## src/rtl/vgpm_pkg.sv

```systemverilog
// Package with field widths, register indexes and constants of the voice gain/pan/mix block.
`timescale 1ns / 1ps
`default_nettype none
package vgpm_pkg;

    localparam int S_TDATA_W = 144;
    localparam int M_TDATA_W = 64;
    localparam int CFG_IDX_W = 2;
    localparam int CFG_DATA_W = 32;

    typedef logic [CFG_IDX_W-1:0] cfg_idx_t;

    localparam cfg_idx_t CFG_MASTER_VOLUME    = 2'd0;
    localparam cfg_idx_t CFG_FX_MIX_MAJOR     = 2'd1;
    localparam cfg_idx_t CFG_FX_MIX_SCALE     = 2'd2;
    localparam cfg_idx_t CFG_GAIN_CHANGE_TIME = 2'd3;

    localparam logic [14:0] MASTER_VOLUME_RST    = 15'd32767;
    localparam logic [7:0]  FX_MIX_MAJOR_RST     = 8'd0;
    localparam logic [7:0]  FX_MIX_SCALE_RST     = 8'd1;
    localparam logic [30:0] GAIN_CHANGE_TIME_RST = 31'd1000;

    localparam logic [7:0] FADE_NONE      = 8'hff;
    localparam logic [7:0] PAN_CENTER     = 8'd64;
    localparam logic [7:0] PAN_MAX        = 8'd127;
    localparam logic [6:0] MIX_MAJOR_MULT = 7'd127;
    localparam logic [6:0] MIX_MAX        = 7'd127;

endpackage
`default_nettype wire

```

## src/rtl/voice_gain_pan_mix_calc_top.sv

```systemverilog
// Voice gain, effects mix, pan and envelope time calculator, four-stage pipeline.
// Each accepted transaction describes one voice and yields exactly one result transaction
// through the four register stages. A new one can be taken every cycle unless backpressure
// has filled every stage; the stages follow the chain of products behind the volume (velocity
// and tremolo, then envelope gain and master volume, then the fade scale, then the final 24 x
// 17 bit product), one step per stage. Backpressure on m_tready stalls the pipeline without
// losing or repeating anything; empty stages still fill while the output waits. Configuration
// writes are always taken and should only happen while no transaction is in flight.
`timescale 1ns / 1ps
`default_nettype none
module voice_gain_pan_mix_calc_top (
    input  wire                              aclk,
    input  wire                              aresetn,
    input  wire                              s_tvalid,
    output logic                             s_tready,
    // tremolo_level[7:0], note_velocity[14:8], envelope_gain[29:15], sample_volume[37:30],
    // channel_volume[45:38], fade_level[53:46], channel_fx_mix[61:54], channel_pan[68:62],
    // sample_pan[75:69], envelope_end_time[107:76], now_time[139:108], zero pad [143:140]
    input  wire  [vgpm_pkg::S_TDATA_W-1:0]   s_tdata,
    output logic                             m_tvalid,
    input  wire                              m_tready,
    // voice_volume[15:0], voice_fx_mix[23:16], voice_pan[30:24],
    // envelope_remaining[61:31], zero pad [63:62]
    output logic [vgpm_pkg::M_TDATA_W-1:0]   m_tdata,
    input  wire                              cfg_valid,
    output logic                             cfg_ready,
    input  wire  [vgpm_pkg::CFG_IDX_W-1:0]   cfg_index,
    input  wire  [vgpm_pkg::CFG_DATA_W-1:0]  cfg_data
);
    import vgpm_pkg::*;

    // configuration
    logic [14:0] master_volume_reg;
    logic [7:0]  fx_mix_major_reg;
    logic [7:0]  fx_mix_scale_reg;
    logic [30:0] gain_change_time_reg;

    assign cfg_ready = 1'b1;

    always_ff @(posedge aclk) begin
        if (!aresetn) begin
            master_volume_reg    <= MASTER_VOLUME_RST;
            fx_mix_major_reg     <= FX_MIX_MAJOR_RST;
            fx_mix_scale_reg     <= FX_MIX_SCALE_RST;
            gain_change_time_reg <= GAIN_CHANGE_TIME_RST;
        end else if (cfg_valid && cfg_ready) begin
            case (cfg_index)
                CFG_MASTER_VOLUME:    master_volume_reg    <= cfg_data[14:0];
                CFG_FX_MIX_MAJOR:     fx_mix_major_reg     <= cfg_data[7:0];
                CFG_FX_MIX_SCALE:     fx_mix_scale_reg     <= cfg_data[7:0];
                CFG_GAIN_CHANGE_TIME: gain_change_time_reg <= cfg_data[30:0];
                default: ;
            endcase
        end
    end

    // input unpack
    logic [7:0]  in_trem;
    logic [6:0]  in_vel;
    logic [14:0] in_eg;
    logic [7:0]  in_svol;
    logic [7:0]  in_cvol;
    logic [7:0]  in_fade;
    logic [7:0]  in_fx;
    logic [6:0]  in_cpan;
    logic [6:0]  in_span;
    logic [31:0] in_end;
    logic [31:0] in_now;

    assign in_trem = s_tdata[7:0];
    assign in_vel  = s_tdata[14:8];
    assign in_eg   = s_tdata[29:15];
    assign in_svol = s_tdata[37:30];
    assign in_cvol = s_tdata[45:38];
    assign in_fade = s_tdata[53:46];
    assign in_fx   = s_tdata[61:54];
    assign in_cpan = s_tdata[68:62];
    assign in_span = s_tdata[75:69];
    assign in_end  = s_tdata[107:76];
    assign in_now  = s_tdata[139:108];

    // handshake through the stages
    logic v1_reg, v2_reg, v3_reg, v4_reg;
    logic rdy1, rdy2, rdy3, rdy4;

    assign rdy4     = !v4_reg || m_tready;
    assign rdy3     = !v3_reg || rdy4;
    assign rdy2     = !v2_reg || rdy3;
    assign rdy1     = !v1_reg || rdy2;
    assign s_tready = rdy1;
    assign m_tvalid = v4_reg;

    always_ff @(posedge aclk) begin
        if (!aresetn) begin
            v1_reg <= 1'b0;
            v2_reg <= 1'b0;
            v3_reg <= 1'b0;
            v4_reg <= 1'b0;
        end else begin
            if (rdy1) v1_reg <= s_tvalid;
            if (rdy2) v2_reg <= v1_reg;
            if (rdy3) v3_reg <= v2_reg;
            if (rdy4) v4_reg <= v3_reg;
        end
    end

    // stage 1: first products, mix sum, pan, time left
    logic [14:0] tv1_reg;
    logic [15:0] sc1_reg;
    logic [14:0] eg1_reg;
    logic [7:0]  fade1_reg;
    logic [15:0] mixsum1_reg;
    logic        flag1_reg;
    logic [6:0]  pan1_reg;
    logic [30:0] rem1_reg;

    logic [15:0] mixsum1_next;
    logic [7:0]  psum;
    logic [7:0]  poff;
    logic [6:0]  pan1_next;
    logic [31:0] diff;
    logic [30:0] rem1_next;

    always_comb begin
        mixsum1_next = {9'd0, in_fx[6:0]} + 16'(fx_mix_major_reg * MIX_MAJOR_MULT);
        psum = {1'b0, in_cpan} + {1'b0, in_span};
        poff = psum - PAN_CENTER;
        if (psum < PAN_CENTER) begin
            pan1_next = 7'd0;
        end else if (poff > PAN_MAX) begin
            pan1_next = PAN_MAX[6:0];
        end else begin
            pan1_next = poff[6:0];
        end
        diff = in_end - in_now;
        rem1_next = diff[31] ? gain_change_time_reg : diff[30:0];
    end

    always_ff @(posedge aclk) begin
        if (rdy1) begin
            tv1_reg     <= 15'(in_trem * in_vel);
            sc1_reg     <= 16'(in_svol * in_cvol);
            eg1_reg     <= in_eg;
            fade1_reg   <= in_fade;
            mixsum1_reg <= mixsum1_next;
            flag1_reg   <= in_fx[7];
            pan1_reg    <= pan1_next;
            rem1_reg    <= rem1_next;
        end
    end

    // stage 2: envelope gain and master volume products, mix scale and clamp
    logic [23:0] a2_reg;
    logic [16:0] b2_reg;
    logic [7:0]  fade2_reg;
    logic [6:0]  mix2_reg;
    logic        flag2_reg;
    logic [6:0]  pan2_reg;
    logic [30:0] rem2_reg;

    logic [29:0] a2_full;
    logic [30:0] b2_full;
    logic [23:0] mixprod;
    logic [6:0]  mix2_next;

    always_comb begin
        a2_full   = 30'(tv1_reg * eg1_reg);
        b2_full   = 31'(sc1_reg * master_volume_reg);
        mixprod   = 24'(mixsum1_reg * fx_mix_scale_reg);
        mix2_next = (mixprod > 24'(MIX_MAX)) ? MIX_MAX : mixprod[6:0];
    end

    always_ff @(posedge aclk) begin
        if (rdy2) begin
            a2_reg    <= a2_full[29:6];
            b2_reg    <= b2_full[30:14];
            fade2_reg <= fade1_reg;
            mix2_reg  <= mix2_next;
            flag2_reg <= flag1_reg;
            pan2_reg  <= pan1_reg;
            rem2_reg  <= rem1_reg;
        end
    end

    // stage 3: fade scale
    logic [23:0] a3_reg;
    logic [16:0] b3_reg;
    logic [6:0]  mix3_reg;
    logic        flag3_reg;
    logic [6:0]  pan3_reg;
    logic [30:0] rem3_reg;

    logic [24:0] fprod;
    logic [16:0] b3_next;

    always_comb begin
        fprod   = 25'(fade2_reg * b2_reg) + 25'd1;
        b3_next = (fade2_reg == FADE_NONE) ? b2_reg : fprod[24:8];
    end

    always_ff @(posedge aclk) begin
        if (rdy3) begin
            a3_reg    <= a2_reg;
            b3_reg    <= b3_next;
            mix3_reg  <= mix2_reg;
            flag3_reg <= flag2_reg;
            pan3_reg  <= pan2_reg;
            rem3_reg  <= rem2_reg;
        end
    end

    // stage 4: final volume product, output register
    logic [15:0] vol4_reg;
    logic [6:0]  mix4_reg;
    logic        flag4_reg;
    logic [6:0]  pan4_reg;
    logic [30:0] rem4_reg;

    logic [40:0] vprod;

    assign vprod = 41'(a3_reg * b3_reg);

    always_ff @(posedge aclk) begin
        if (rdy4) begin
            vol4_reg  <= vprod[30:15];
            mix4_reg  <= mix3_reg;
            flag4_reg <= flag3_reg;
            pan4_reg  <= pan3_reg;
            rem4_reg  <= rem3_reg;
        end
    end

    assign m_tdata = {2'b00, rem4_reg, pan4_reg, flag4_reg, mix4_reg, vol4_reg};

endmodule
`default_nettype wire
```

## config.mk

```make
export PLATFORM = sky130hd
export DESIGN_NAME = voice_gain_pan_mix_calc_top
export DESIGN_NICKNAME = d
export VERILOG_FILES = /design/src/rtl/vgpm_pkg.sv /design/src/rtl/voice_gain_pan_mix_calc_top.sv
export SDC_FILE = /design/constraint.sdc
export NUM_CORES = 2
export LEC_CHECK = 0
export ABC_AREA = 1
export BUFFER_PORTS_ARGS = -buffer_cell sky130_fd_sc_hd__buf_2
export CAP_MARGIN = 30
export CORE_MARGIN = 2
export CORE_UTILIZATION = 40
export CTS_CLUSTER_DIAMETER = 60
export DETAILED_ROUTE_END_ITERATION = 8
export REMOVE_ABC_BUFFERS = 1
export SETUP_SLACK_MARGIN = 0.3
export SLEW_MARGIN = 40
export SYNTH_ARGS = -nofsm -noshare
export SYNTH_HDL_FRONTEND = slang
export SYNTH_SLANG_ARGS = --single-unit
```

## constraint.sdc

```tcl
create_clock -name aclk -period 28.4 [get_ports aclk]
set_clock_uncertainty 0.05 [all_clocks]
set_input_delay 5.68 -clock aclk [delete_from_list [all_inputs] [get_ports aclk]]
set_output_delay 5.68 -clock aclk [all_outputs]
set_load 0.01 [all_outputs]
```

==> impl_metrics.yaml <==
clock_tree:
  cts_setup_buffers: 0
  clock_latency_ns: 0.66
  cts_hold_buffers: 0
  h-tree-depth: 2
  ctsResizeCount: 0
  cts_tree: "built"
  clock_path_buffers: 3
  clkTransAtPathRegs_ns: 0.06
  clock-sinks: 419
  cts-root-buf: "clkbuf_16"
  cts_made_buffers: 58
synth:
  synth-xor-area-share_pct: 2.475
  dominantRegCellSynth: "edfxtp_1"
  synth_top_area_share_pct: 31.82
  synth_seq_cells: 419
  synth-adder-area-share_pct: 42.68
  synth_commonest_cells: "1841 x inv_1, 1735 x nand2_1, 899 x fa_1"
  synth.avg_cell_area_sq_um: 8.455
  synthArstFlopShare_pct: 0
  synth_top_family_by_area: "adder cells"
  synth_compound_area_share_pct: 4.727
  yosys.area.top_type: "fa_1"
  synth_edf_count: 353
  yosysSeqAreaShare_pct: 21.08
  synth.most_common_cell: "inv_1"
  synth-simple-area-share_pct: 14.93
  ys_warn_count: 0
  netlist_area_sq_um: 56560
  synthMuxAreaShare_pct: 0
  synth.area.top_cells: "fa_1 32%, edfxtp_1 19%, inv_1 12%, nand2_1 12%, ha_1 11%"
  synthCells: 6690
  yosys.cell_types.count: 55
sta:
  layout_min_cycle_time_ns: 13.75
  finalMaxSlewViolations: 0
  setup_tns_ns: 0
  post-route-period-util_pct: 48.40
  worst_slew_pin_slew_ns: 0.8660
  hold_violations: 0
  rsz0062_at_grt: "no"
  max_slew_margin_pct: 42.27
  setup_viol: 0
  fmax_mhz: 72.75
final_layout:
  fin_nets: 8334
  n_antenna_cell: 0
  syn_to_final_growth_pct: 8.428
  drive_gt1_share_pct: 6.256
  fillCellCount: 13790
detailed_routing:
  antenna_left: 0
  viasPerCell: 4.747
  avgRoutedWirePerCell_um: 15.12
  drt_iter0_markers: 2200
  vias: 41230
  routed_wl_mm: 131.3
  first_pass_iters: 5
  drc_errors: 0
hold_path:
  hp-class: "reg2reg"
  whs_path_depth: 0
global_route:
  overflow: 0
  grt_max_degree: 65
  grt_pass1_vias: 43880
  antenna_found_initial: 4
  grt_usage_pct: 18.71
  grt_pass1_wl_mm: 221.9
setup_path:
  endpoint_kind: "output port"
  worstSetupPathType: "in2out"
  worstSetupStartpointType: "primary input"
  critPathArrivalTime_ns: 8.01
  required_ns: 22.67
  worstPathMaxFanout: 50
  r2r_cells: 16
run:
  drv_cap: 0
die:
  rows: 137
  core-area_sq_um: 139900
  start_util_pct: 40.44
  die_w_um: 380.0
  die_height_um: 380.0
  die-area_sq_um: 144400
  num_io_pins: 250
status:
  status: "completed"
placement:
  gp_congestion: 0.8797
  hpwl_mm: 105.1
  io_buffers: 241
## final cells by class
class	count	area, sq um	area share, %
Multi-Input combinational cell	4167	36700	59.84
Sequential cell	419	11920	19.44
Inverter	1841	6918	11.28
Tap cell	1876	2347	3.827
Timing Repair Buffer	274	1548	2.524
Clock buffer	67	1506	2.456
Clock inverter	42	390.4	0.6365
## per-layer routing
metal  vias to the layer above  track usage (%)  wire length (um)
li1                      19810                -                 -
met1                     20240            24.85             58430
met2                       989            32.14             62600
met3                       188            2.673              7142
met4                         6            4.549              3124
met5                         -                0                38
## cell families after synthesis
family | count (synthesis)
other | 2
adders and majority gates | 1390
DFF | 419
buffers and inverters | 2105
AOI/OAI and AO/OA | 464
xor gates and xnor gates | 159
and+or+nand+nor | 2151
## worst max-delay path, cell delays in order
cell	delay (ns)
buf_2	0.10
nor2_1	0.24
inv_4	0.23
nor2_1	0.23
inv_4	0.22
nor2_1	0.51
nand2_8	0.47
buf_2	0.29
## cells in the final DEF, fill, tap and decap left out, types with 6 or more instances in the layout
cell type / n
dfxtp_1: 65
o21ai_0: 134
clkbuf_16: 59
nand2_1: 1734
nand3_1: 111
edfxtp_1: 353
clkbuf_1: 8
buf_6: 19
a21oi_1: 209
xnor2_1: 58
o21ai_2: 27
inv_1: 1837
nor2_1: 211
clkinv_2: 8
nor3_1: 25
buf_2: 241
inv_8: 9
nand4_1: 32
inv_6: 6
fa_1: 899
a21boi_0: 6
xor2_1: 100
ha_1: 491
a21o_1: 19
o21a_1: 8
buf_4: 11
a31oi_1: 8
clkinv_1: 8
nand3b_1: 9
o21bai_1: 21
## per-stage QoR
step	instances	setup WS, ns	util, %	instance area [sq um]	hold slack (ns)
4_1_cts	8681	14.61	43.80	61260	0.3509
3_3_place_gp	8558	14.52	42.31	59180	0.3507
3_5_place_dp	8572	14.61	42.44	59370	0.3545
2_1_floorplan	6427	11.18	-	55500	0.3503
6_report	8686	14.66	43.85	61330	0.3646
5_1_grt	8686	14.48	43.85	61330	0.3652
## worst paths after layout
kind / start / end / slack, ns
max: m_tready / s_tready / 14.66
min: rem3_reg[7]$_DFFE_PP_ / rem4_reg[7]$_DFFE_PP_ / 0.36
max reg2reg: a3_reg[16]$_DFFE_PP_ / vol4_reg[14]$_DFFE_PP_ / 21.72
min reg2reg: rem3_reg[7]$_DFFE_PP_ / rem4_reg[7]$_DFFE_PP_ / 0.36
Power is not shown: default switching activity piles up to over one toggle a cycle in this logic, so the estimate is an artifact.
